File: src/design/ppl_pkg.sv
// Shared constants and types for the position PID loop with link watchdog.
package ppl_pkg;

  localparam int ANGLE_BITS = 13;

  localparam int ANGLE_W = 13;
  localparam int TURN_W  = 16;
  localparam int SPEED_W = 16;
  localparam int POS_W   = 29;
  localparam int GAIN_W  = 16;
  localparam int ILIM_W  = 31;
  localparam int OLIM_W  = 15;
  localparam int WIN_W   = 28;
  localparam int TICK_W  = 16;
  localparam int ACC_W   = 32;
  localparam int DRIVE_W = 16;
  localparam int CFG_IDX_W  = 3;
  localparam int CFG_DATA_W = 32;

  localparam int ERR_W   = POS_W + 1;
  localparam int PROD_W  = ERR_W + GAIN_W;
  localparam int FRAC_W  = 8;

  localparam logic [ILIM_W-1:0] ILIM_RST = ILIM_W'(30000);
  localparam logic [OLIM_W-1:0] OLIM_RST = OLIM_W'(7000);
  localparam logic [WIN_W-1:0]  WIN_RST  = WIN_W'(8192);
  localparam logic [TICK_W-1:0] TOUT_RST = TICK_W'(100);
  localparam logic [TICK_W-1:0] SETL_RST = TICK_W'(50);

  localparam logic [31:0] ANGLE_MASK = 32'((64'd1 << ANGLE_BITS) - 64'd1);

  typedef enum logic [CFG_IDX_W-1:0] {
    CFG_GAIN_PROP  = 3'd0,
    CFG_GAIN_INT   = 3'd1,
    CFG_GAIN_DERIV = 3'd2,
    CFG_ILIM       = 3'd3,
    CFG_OLIM       = 3'd4,
    CFG_WINDOW     = 3'd5,
    CFG_TIMEOUT    = 3'd6,
    CFG_SETTLE     = 3'd7
  } ppl_cfg_idx_t;

endpackage

File: src/design/pid_position_loop_with_watchdog_unit.sv
// Top level of the position PID loop with link watchdog and in-position latch.

// One beat in per cycle unless in_stall holds it, and one result beat out per input beat.
// A result is registered twice on its way out: the beat is captured in an input
// register, and a single compute step (three parallel multipliers, the integral
// clamp and the drive saturation) writes the loop state and the result register when the
// result side advances. While a finished result waits under out_stall, the input
// register still takes one more beat; after that in_stall follows out_stall, so
// throughput stays at one beat per cycle whenever the result side keeps up.
module pid_position_loop_with_watchdog_unit (
  input  logic                                 clk,
  input  logic                                 rst_n,
  input  logic                                 cfg_valid,
  output logic                                 cfg_ready,
  input  logic [ppl_pkg::CFG_IDX_W-1:0]        cfg_index,
  input  logic [ppl_pkg::CFG_DATA_W-1:0]       cfg_data,
  input  logic                                 in_valid,
  output logic                                 in_stall,
  input  logic                                 in_encoder_fresh,
  input  logic [ppl_pkg::ANGLE_W-1:0]          in_raw_angle,
  input  logic signed [ppl_pkg::TURN_W-1:0]    in_turn_count,
  input  logic signed [ppl_pkg::SPEED_W-1:0]   in_speed,
  input  logic signed [ppl_pkg::POS_W-1:0]     in_setpoint,
  output logic                                 out_valid,
  input  logic                                 out_stall,
  output logic signed [ppl_pkg::DRIVE_W-1:0]   out_drive,
  output logic                                 out_settled,
  output logic                                 out_link_lost,
  output logic signed [ppl_pkg::POS_W-1:0]     out_position
);
  import ppl_pkg::*;

  logic signed [GAIN_W-1:0] gain_prop_r, gain_int_r, gain_deriv_r;
  logic [ILIM_W-1:0]        ilim_r;
  logic [OLIM_W-1:0]        olim_r;
  logic [WIN_W-1:0]         window_r;
  logic [TICK_W-1:0]        timeout_r, settle_ticks_r;

  logic                     s1_vld_r;
  logic                     s1_fresh_r;
  logic [ANGLE_W-1:0]       s1_angle_r;
  logic signed [TURN_W-1:0] s1_turns_r;
  logic signed [SPEED_W-1:0] s1_speed_r;
  logic signed [POS_W-1:0]  s1_setpoint_r;

  logic signed [POS_W-1:0]  position_r, position_nxt;
  logic signed [ACC_W-1:0]  integral_r, integral_nxt;
  logic [TICK_W-1:0]        wait_r, wait_nxt;
  logic [TICK_W-1:0]        settle_r, settle_nxt;
  logic                     latch_r, latch_nxt;
  logic signed [POS_W-1:0]  target_r;
  logic                     lost_nxt;

  logic                     advance;
  logic [31:0]              raw_pos;
  logic [TICK_W:0]          wait_inc, settle_inc;
  logic                     latch_tmp, close;
  logic signed [ERR_W-1:0]  err;
  logic signed [ERR_W:0]    err_ext, win_ext;
  logic signed [PROD_W-1:0] prod_p, prod_i;
  logic signed [31:0]       prod_d;
  logic signed [ACC_W+6:0]  acc_sum, ilim_ext;
  logic signed [ACC_W+8:0]  drv_sum, olim_ext;
  logic signed [DRIVE_W-1:0] drive_nxt;

  assign cfg_ready = 1'b1;
  assign advance   = !out_valid || !out_stall;
  assign in_stall  = s1_vld_r && !advance;

  always_ff @(posedge clk) begin
    if (!rst_n) begin
      gain_prop_r    <= '0;
      gain_int_r     <= '0;
      gain_deriv_r   <= '0;
      ilim_r         <= ILIM_RST;
      olim_r         <= OLIM_RST;
      window_r       <= WIN_RST;
      timeout_r      <= TOUT_RST;
      settle_ticks_r <= SETL_RST;
    end else if (cfg_valid && cfg_ready) begin
      case (ppl_cfg_idx_t'(cfg_index))
        CFG_GAIN_PROP:  gain_prop_r    <= signed'(cfg_data[GAIN_W-1:0]);
        CFG_GAIN_INT:   gain_int_r     <= signed'(cfg_data[GAIN_W-1:0]);
        CFG_GAIN_DERIV: gain_deriv_r   <= signed'(cfg_data[GAIN_W-1:0]);
        CFG_ILIM:       ilim_r         <= cfg_data[ILIM_W-1:0];
        CFG_OLIM:       olim_r         <= cfg_data[OLIM_W-1:0];
        CFG_WINDOW:     window_r       <= cfg_data[WIN_W-1:0];
        CFG_TIMEOUT:    timeout_r      <= cfg_data[TICK_W-1:0];
        CFG_SETTLE:     settle_ticks_r <= cfg_data[TICK_W-1:0];
        default: begin
        end
      endcase
    end
  end

  always_ff @(posedge clk) begin
    if (!rst_n) begin
      s1_vld_r <= 1'b0;
    end else if (!in_stall) begin
      s1_vld_r <= in_valid;
    end
  end

  always_ff @(posedge clk) begin
    if (in_valid && !in_stall) begin
      s1_fresh_r    <= in_encoder_fresh;
      s1_angle_r    <= in_raw_angle;
      s1_turns_r    <= in_turn_count;
      s1_speed_r    <= in_speed;
      s1_setpoint_r <= in_setpoint;
    end
  end

  always_comb begin
    raw_pos = (32'(s1_turns_r) << ANGLE_BITS) + (32'(s1_angle_r) & ANGLE_MASK);
    position_nxt = s1_fresh_r ? signed'(raw_pos[POS_W-1:0]) : position_r;

    wait_inc = {1'b0, wait_r} + 1'b1;
    lost_nxt = 1'b0;
    if (s1_fresh_r) begin
      wait_nxt = TICK_W'(1);
    end else if (wait_inc > {1'b0, timeout_r}) begin
      wait_nxt = TICK_W'(1);
      lost_nxt = 1'b1;
    end else begin
      wait_nxt = wait_inc[TICK_W-1:0];
    end

    latch_tmp = (s1_setpoint_r != target_r) ? 1'b0 : latch_r;
    err       = ERR_W'(s1_setpoint_r) - ERR_W'(position_nxt);
    err_ext   = (ERR_W+1)'(err);
    win_ext   = signed'({{(ERR_W+1-WIN_W){1'b0}}, window_r});
    close     = (err_ext < win_ext) && (err_ext > -win_ext);
    settle_inc = close ? ({1'b0, settle_r} + 1'b1) : '0;
    if (settle_inc > {1'b0, settle_ticks_r}) begin
      settle_nxt = settle_ticks_r;
      latch_nxt  = 1'b1;
    end else begin
      settle_nxt = settle_inc[TICK_W-1:0];
      latch_nxt  = latch_tmp;
    end

    prod_p = err * gain_prop_r;
    prod_i = err * gain_int_r;
    prod_d = s1_speed_r * gain_deriv_r;

    acc_sum  = (ACC_W+7)'(integral_r) + (ACC_W+7)'(signed'(prod_i[PROD_W-1:FRAC_W]));
    ilim_ext = signed'({{(ACC_W+7-ILIM_W){1'b0}}, ilim_r});
    if (acc_sum > ilim_ext) begin
      integral_nxt = ACC_W'(ilim_ext);
    end else if (acc_sum < -ilim_ext) begin
      integral_nxt = ACC_W'(-ilim_ext);
    end else begin
      integral_nxt = ACC_W'(acc_sum);
    end

    drv_sum  = (ACC_W+9)'(signed'(prod_p[PROD_W-1:FRAC_W])) + (ACC_W+9)'(integral_nxt)
             - (ACC_W+9)'(signed'(prod_d[31:FRAC_W]));
    olim_ext = signed'({{(ACC_W+9-OLIM_W){1'b0}}, olim_r});
    if (drv_sum > olim_ext) begin
      drive_nxt = DRIVE_W'(olim_ext);
    end else if (drv_sum < -olim_ext) begin
      drive_nxt = DRIVE_W'(-olim_ext);
    end else begin
      drive_nxt = DRIVE_W'(drv_sum);
    end
  end

  always_ff @(posedge clk) begin
    if (!rst_n) begin
      position_r <= '0;
      integral_r <= '0;
      wait_r     <= '0;
      settle_r   <= '0;
      latch_r    <= 1'b0;
      target_r   <= '0;
      out_valid  <= 1'b0;
    end else if (advance) begin
      out_valid <= s1_vld_r;
      if (s1_vld_r) begin
        position_r <= position_nxt;
        integral_r <= integral_nxt;
        wait_r     <= wait_nxt;
        settle_r   <= settle_nxt;
        latch_r    <= latch_nxt;
        target_r   <= s1_setpoint_r;
      end
    end
  end

  always_ff @(posedge clk) begin
    if (advance && s1_vld_r) begin
      out_drive     <= drive_nxt;
      out_settled   <= latch_nxt;
      out_link_lost <= lost_nxt;
      out_position  <= position_nxt;
    end
  end

endmodule

File: config.mk
export PLATFORM = sky130hd
export DESIGN_NAME = pid_position_loop_with_watchdog_unit
export DESIGN_NICKNAME = d
export VERILOG_FILES = /design/src/design/ppl_pkg.sv /design/src/design/pid_position_loop_with_watchdog_unit.sv
export SDC_FILE = /design/constraint.sdc
export NUM_CORES = 2
export LEC_CHECK = 0
export BUFFER_PORTS_ARGS = -buffer_cell sky130_fd_sc_hd__buf_2
export CAP_MARGIN = 15
export CORE_AREA = 3 3 478 480
export DETAILED_ROUTE_END_ITERATION = 12
export DIE_AREA = 0 0 481 483
export GPL_TIMING_DRIVEN = 0
export MAX_ROUTING_LAYER = met4
export PLACE_DENSITY_LB_ADDON = 0.08
export SYNTH_ARGS = -nofsm -noshare
export SYNTH_HDL_FRONTEND = slang
export SYNTH_SLANG_ARGS = --single-unit
File: constraint.sdc
create_clock -name clk -period 56.3 [get_ports clk]
set_clock_uncertainty 0.1 [all_clocks]
set_input_delay 11.26 -clock clk [delete_from_list [all_inputs] [get_ports clk]]
set_output_delay 11.26 -clock clk [all_outputs]
set_load 0.02 [all_outputs]
== Word level (Yosys, flattened, before mapping) ==
Cells that the tools add are included.

* Add/subtract/negate cells: 10
* $mul: 3
* Div/mod/pow operators: 0
* $lt $le $gt $ge: 8
* Eq/ne operators: 8
* Shift-type cells: 0
* Mux-type cells: 12
* Bitwise gates (word level): 0
* Reductions and logical operators: 19

{| class="wikitable"
|+ Operators with widths
! cell !! count
|-
| $mul 30x16->46 || 2
|-
| $mux 16 || 4
|-
| $mux 32 || 2
|-
| $lt 40x41->1 || 1
|-
| $neg 15->41 || 1
|-
| $gt 40x16->1 || 1
|-
| $sub 39x24->40 || 1
|-
| $add 32x38->39 || 1
|-
| $add 38x32->39 || 1
|-
| $gt 39x32->1 || 1
|-
| $lt 39x39->1 || 1
|-
| $neg 31->39 || 1
|-
| $add 16x1->17 const B || 2
|-
| $gt 17x16->1 || 2
|-
| $mul 16x16->32 || 1
|-
| $gt 30x31->1 || 1
|-
| $neg 28->31 || 1
|-
| $lt 30x29->1 || 1
|-
| $sub 29x29->30 || 1
|-
| $add 29x14->29 || 1
|-
| $mux 29 || 1
|-
| $ne 29x29->1 || 1
|-
| $reduce_and 2->1 || 9
|-
| $mux 17 || 1
|-
| 9 further kinds || 21
|}

* Flip-flop bits (word level): 401
* Latch bits: 0
* Bits in writable memories: 0
* Bits in read-only memories: 0
* Input port bits: 115
* Output and inout bits: 50
* Logic and storage cells: 86
* Memories: 0

== Depth between registers and ports, before layout ==
* Depth after elaboration: 13
* Mapped depth: 90
* Gate-level depth less buffers: 82

== Worst setup path before layout ==
Ideal clock, no wire load.

* Path kind: input to output
* Start point: input port out_stall
* End point: output port in_stall
* Arrival time: 11.546 ns
* Data required time: 44.940 ns
* Setup slack: 33.394 ns
* Cell stages on the path: 1
* Path buffers: 0
* Cells stage by stage: and3_1

* Longest elaborated chain between the ends: 4

{| class="wikitable"
|+ RTL lines
! item !! RTL line !! source
|-
| start, declared || pid_position_loop_with_watchdog_unit.sv:25 || <nowiki>input logic out_stall,</nowiki>
|-
| $logic_not 1->1 || pid_position_loop_with_watchdog_unit.sv:67 || <nowiki>assign advance = !out_valid || !out_stall;</nowiki>
|-
| $logic_or 1x1->1 || pid_position_loop_with_watchdog_unit.sv:67 ||
|-
| $logic_not 1->1 || pid_position_loop_with_watchdog_unit.sv:68 || <nowiki>assign in_stall = s1_vld_r && !advance;</nowiki>
|-
| $logic_and 1x1->1 || pid_position_loop_with_watchdog_unit.sv:68 ||
|-
| end, declared || pid_position_loop_with_watchdog_unit.sv:18 || <nowiki>output logic in_stall,</nowiki>
|}

Every way passes these cells.

== Worst setup path after layout ==
* Start point: register s1_fresh_r
* End point: register out_drive[13] in the netlist's numbering, data pin

* Longest elaborated chain between the ends: 12
* Elaborated cells between the ends (all ways): 15
* Those cells by class: add/sub: 4; mul: 2; order compare: 4; mux: 5

{| class="wikitable"
|+ RTL lines
! item !! RTL line !! source
|-
| start, declared || pid_position_loop_with_watchdog_unit.sv:40 || <nowiki>logic s1_fresh_r;</nowiki>
|-
| start signal, assigned || pid_position_loop_with_watchdog_unit.sv:106 || <nowiki>s1_fresh_r <= in_encoder_fresh;</nowiki>
|-
| $mux 29 * || pid_position_loop_with_watchdog_unit.sv:116 || <nowiki>position_nxt = s1_fresh_r ? signed'(raw_pos[POS_W-1:0]) : position_r;</nowiki>
|-
| net position_nxt[1] || pid_position_loop_with_watchdog_unit.sv:46 || <nowiki>logic signed [POS_W-1:0] position_r, position_nxt;</nowiki>
|-
| $sub 29x29->30 * || pid_position_loop_with_watchdog_unit.sv:130 || <nowiki>err = ERR_W'(s1_setpoint_r) - ERR_W'(position_nxt);</nowiki>
|-
| $mul 30x16->46 || pid_position_loop_with_watchdog_unit.sv:144 || <nowiki>prod_i = err * gain_int_r;</nowiki>
|-
| $add 32x38->39 || pid_position_loop_with_watchdog_unit.sv:147 || <nowiki>acc_sum = (ACC_W+7)'(integral_r) + (ACC_W+7)'(signed'(prod_i[PROD_W-1:FRAC_W]));</nowiki>
|-
| $lt 39x39->1 || pid_position_loop_with_watchdog_unit.sv:151 || <nowiki>end else if (acc_sum < -ilim_ext) begin</nowiki>
|-
| $mux 32 || pid_position_loop_with_watchdog_unit.sv:151 ||
|-
| $mux 32 || pid_position_loop_with_watchdog_unit.sv:149 || <nowiki>if (acc_sum > ilim_ext) begin</nowiki>
|-
| $add 38x32->39 * || pid_position_loop_with_watchdog_unit.sv:157 || <nowiki>drv_sum = (ACC_W+9)'(signed'(prod_p[PROD_W-1:FRAC_W])) + (ACC_W+9)'(integral_nxt)</nowiki>
|-
| $sub 39x24->40 * || pid_position_loop_with_watchdog_unit.sv:158 || <nowiki>- (ACC_W+9)'(signed'(prod_d[31:FRAC_W]));</nowiki>
|-
| $lt 40x41->1 || pid_position_loop_with_watchdog_unit.sv:162 || <nowiki>end else if (drv_sum < -olim_ext) begin</nowiki>
|-
| $mux 16 || pid_position_loop_with_watchdog_unit.sv:162 ||
|-
| $mux 15 * || pid_position_loop_with_watchdog_unit.sv:160 || <nowiki>if (drv_sum > olim_ext) begin</nowiki>
|-
| net drive_nxt[13] || pid_position_loop_with_watchdog_unit.sv:64 || <nowiki>logic signed [DRIVE_W-1:0] drive_nxt;</nowiki>
|-
| end signal, assigned || pid_position_loop_with_watchdog_unit.sv:193 || <nowiki>out_drive <= drive_nxt;</nowiki>
|-
| end, declared || pid_position_loop_with_watchdog_unit.sv:26 || <nowiki>output logic signed [ppl_pkg::DRIVE_W-1:0] out_drive,</nowiki>
|}

The timed path passes the listed nets; every way through them passes the cells marked *.
A chain may end at the register's enable or synchronous reset.

==> implementation parameters <==
Parameter                              Value

Min path
  Kind of path behind the tightest hold check ... flip-flop to flip-flop
  Hold worst-path end ... position_r[0]
  Count of cells along the worst hold path ... 2
  Min-delay src ... position_r[0]

Synth
  Share of flip-flops with an asynchronous set or reset ... 0
  Yosys warning total ... 0
  Number of enable-type register cells in the synthesized netlist ... 122
  Synthesized netlist net count ... 10235
  Number of synthesized register bits ... 401
  Area share of and/or/nand/nor cells after synthesis ... 0.171
  Gate count after technology mapping ... 8287
  Syn Std Cell Area ... 0.0719 sq mm
  Post-synth top area cell ... fa_1
  Area share of xor/xnor cells in the synthesized design ... 0.0381
  Mean post-synth cell area ... 8.67 sq um
  Top cells by area in the synthesized netlist ... fa_1 34%, ha_1 11%, inv_1 8.0%
  Number of distinct library cells after synthesis ... 93
  Share of cell area taken by muxes after synthesis ... 0.0144
  Area fraction of the dominant cell type after synthesis ... 0.338
  Main combinational cell family by area after synthesis ... adder cells
  Adder-cell share of the synthesized area ... 0.446
  Sequential area share after synthesis ... 0.129
  Most frequently used flop master after synthesis ... dfxtp_1
  Fraction of the mapped netlist area in compound gates ... 0.0993

Placement
  Post-place setup slack ... 28.38 ns
  Buffers added on ports ... 144
  HPWL after detailed placement ... 257 mm
  GP Congestion ... 0.964

Final layout
  Leading cell types in the layout, fill and taps excluded ... 1525 x inv_1, 1215 x fa_1, 1205 x nand2_1
  Share of layout cells above drive strength 1 ... 0.0478
  Util after Layout ... 0.351
  Layout-stage area growth over the synthesis result ... 9.83%
  Number of filler cells placed in the layout ... 23710
  Final net count ... 10480
  Leading cell type in the layout, fill and taps excluded ... inv_1

Setup path
  Required time worst endpoint ... 56.63 ns
  Worst path slowest cell ... a21boi_0
  Reg2Reg Capture Point ... out_drive[13]
  CP endpoint kind ... flip-flop
  Reg2reg setup slack ... 27.85 ns
  Data arrival, critical path ... 28.78 ns
  Type of element launching the critical path ... flip-flop
  Origin of the critical flop-to-flop path ... s1_fresh_r
  Maximum single-stage delay on the critical path ... 0.88 ns
  Worst setup path category ... flip-flop to flip-flop
  Most common cell on crit path ... fa_1
  Number of cell instances on the worst register-to-register path ... 79
  Biggest fanout along the worst timing path ... 10
  Critical Path Source ... s1_fresh_r

Clock network
  CTS tree ... built
  Clock-pin slew on the worst setup and hold paths ... 0.06 ns
  Post-CTS setup buffer count ... 0
  Maximum level of the CTS H-tree ... 2
  CTS Hold Buffers Added ... 0
  Max clock buf depth ... 3
  Post-cts sizing count ... 0
  Clock insertion delay at the later pin of the skew report ... 0.68 ns
  CTS root buffer ... clkbuf_16
  TritonCTS Buffers ... 49
  Clock net sink count ... 401

Pwr
  Internal power contribution ... 1.30 mW
  Portion of total power attributed to the clock network ... 0.113
  Leakage power total ... 35.9 nW
  Largest voltage drop on the vdd net ... 56.3 uV
  Net Sw Frac ... 0.568
  Gate power share ... 0.770
  Reg power frac ... 0.117
  Net switching component of the power ... 1.71 mW
  Overall power of the completed layout ... 3.02 mW
  Power density relative to cell area ... 38.2 mW/mm^2

Routing
  Number of remaining DRC errors ... 0
  Final wirelength ... 307 mm
  Antenna-violating nets left ... 0
  First DRT Iteration DRCs ... 4808
  Post-DR wirelength/cell ... 26.5 um
  Length of the first detailed-routing pass in iterations ... 6
  Vias per Instance ... 5.13
  Number of vias in the routed layout ... 59343

Floorplan
  Width of the die ... 481 um
  Starting density of the core ... 0.320
  Die Area ... 0.232 sq mm
  Die Span Y ... 483 um
  Placement row count ... 174
  Total core area ... 0.225 sq mm
  Num ports ... 165

STA
  FMAX ... 0.0351 GHz
  Post-route fraction of the period consumed by the critical path ... 0.505
  RSZ-0062 raised after global routing ... false
  Relative slew slack ... 0.0509
  Sum of negative setup slack ... 0 ns
  Setup slack after layout ... 27.85 ns
  Final-report setup violation count ... 0
  Tmin final ... 28.45 ns
  Hold violation total from the final report ... 0
  Count of final max-slew check failures ... 0
  Least-Margin Pin Slew ... 1.42 ns

GRT
  Wire length of the first global-routing pass ... 441 mm
  Vias in the first global route ... 60370
  Initial antenna violation count ... 30
  Aggregate global routing overflow ... 0
  Total routing resource utilization after global routing ... 0.270
  Largest net degree at the start of global routing ... 35

Job
  Max cap viols ... 0

Outcome
  Status ... finished, final reports clean
stage by stage:
| stage | hold WS [ns] | instances | cell area (sq um) |
|---|---|---|---|
| floorplan | 0.330 | 8287 | 71900 |
| global placement | 0.342 | 11423 | 76300 |
| detailed placement | 0.344 | 11471 | 77200 |
| CTS | 0.353 | 11563 | 78900 |
| global route | 0.377 | 11568 | 78900 |
| finish | 0.353 | 11578 | 78900 |
layout make-up:
cell class | count | area (sq um) | share of cell area
antenna | 13 | 32.5 | 0.000412
buffer | 411 | 1610 | 0.0204
clock buffer | 61 | 1320 | 0.0168
clock inverter | 31 | 345 | 0.00437
inverter | 1527 | 5730 | 0.0726
multi-input combinational | 5948 | 55400 | 0.702
sequential | 401 | 9250 | 0.117
tap | 2992 | 3740 | 0.0474
timing repair buffer | 194 | 1470 | 0.0186
registers in the layout (all words and copies together), names as in the netlist, 28 cells and up:
register,flops
position_r,29
target_r,29
out_position,29
integral_r,32
s1_setpoint_r,29
window_r,28
ilim_r,31
worst max-delay path: cells and delay by family, from the launching register on:
| family | cells | cell delay, ns |
|---|---|---|
| muxes | 4 | 1.46 |
| and+or+nand+nor | 23 | 5.18 |
| AOI/OAI and AO/OA | 27 | 10.83 |
| buffers and inverters | 12 | 4.17 |
| adders and majority gates | 13 | 6.05 |
| DFF | 1 | 0.33 |
power groups by stage:
stage | Sequential (mW) | Clock (mW) | Combinational [mW]
2_1_floorplan | 0.357 | 0 | 1.45
3_3_place_gp | 0.359 | 0 | 2.26
3_5_place_dp | 0.358 | 0 | 2.28
4_1_cts | 0.352 | 0.350 | 2.30
5_1_grt | 0.354 | 0.358 | 2.53
6_report | 0.352 | 0.341 | 2.32
worst max-delay path by stage:
stage	end	slack (ns)	cells past startpoint
after detailed placement	out_drive[6]	28.38	79
final	out_drive[13]	27.85	79
after global placement	out_drive[13]	26.74	79
after global routing	out_drive[13]	26.61	79
after CTS	out_drive[13]	28.20	79
after floorplan	in_stall	33.39	1
synthesized netlist by cell type (102+ instances only):
cell type  number
inv_1        1525
fa_1         1215
nand2_1      1205
ha_1          618
and2_1        399
a21oi_1       384
clkbuf_1      371
dfxtp_1       279
nor2_1        255
xnor2_1       204
o21ai_0       200
nand3_1       162
edfxtp_1      122
a21o_1        116
xor2_1        109
nand4_1       102
cells by family (layout without fill, tap and decap cells):
logic type / Yosys count / after routing
XOR/XNOR: 313 / 313
AO/OA/AOI/OAI: 1122 / 1122
flip-flops: 401 / 401
multiplexers: 98 / 98
AND/OR/NAND/NOR: 2581 / 2581
other: 1 / 14
buffers and inverters: 1938 / 2224
adder cells (fa/ha/maj): 1833 / 1833
metal layers:
metal,share of wire,track usage,vias up
met5,0,-,-
met4,0.029,0.0659,0
li1,-,-,26695
met3,0.057,0.0298,282
met2,0.45,0.410,1817
met1,0.47,0.385,30549
Note: power is estimated with default switching activity, not from simulation.
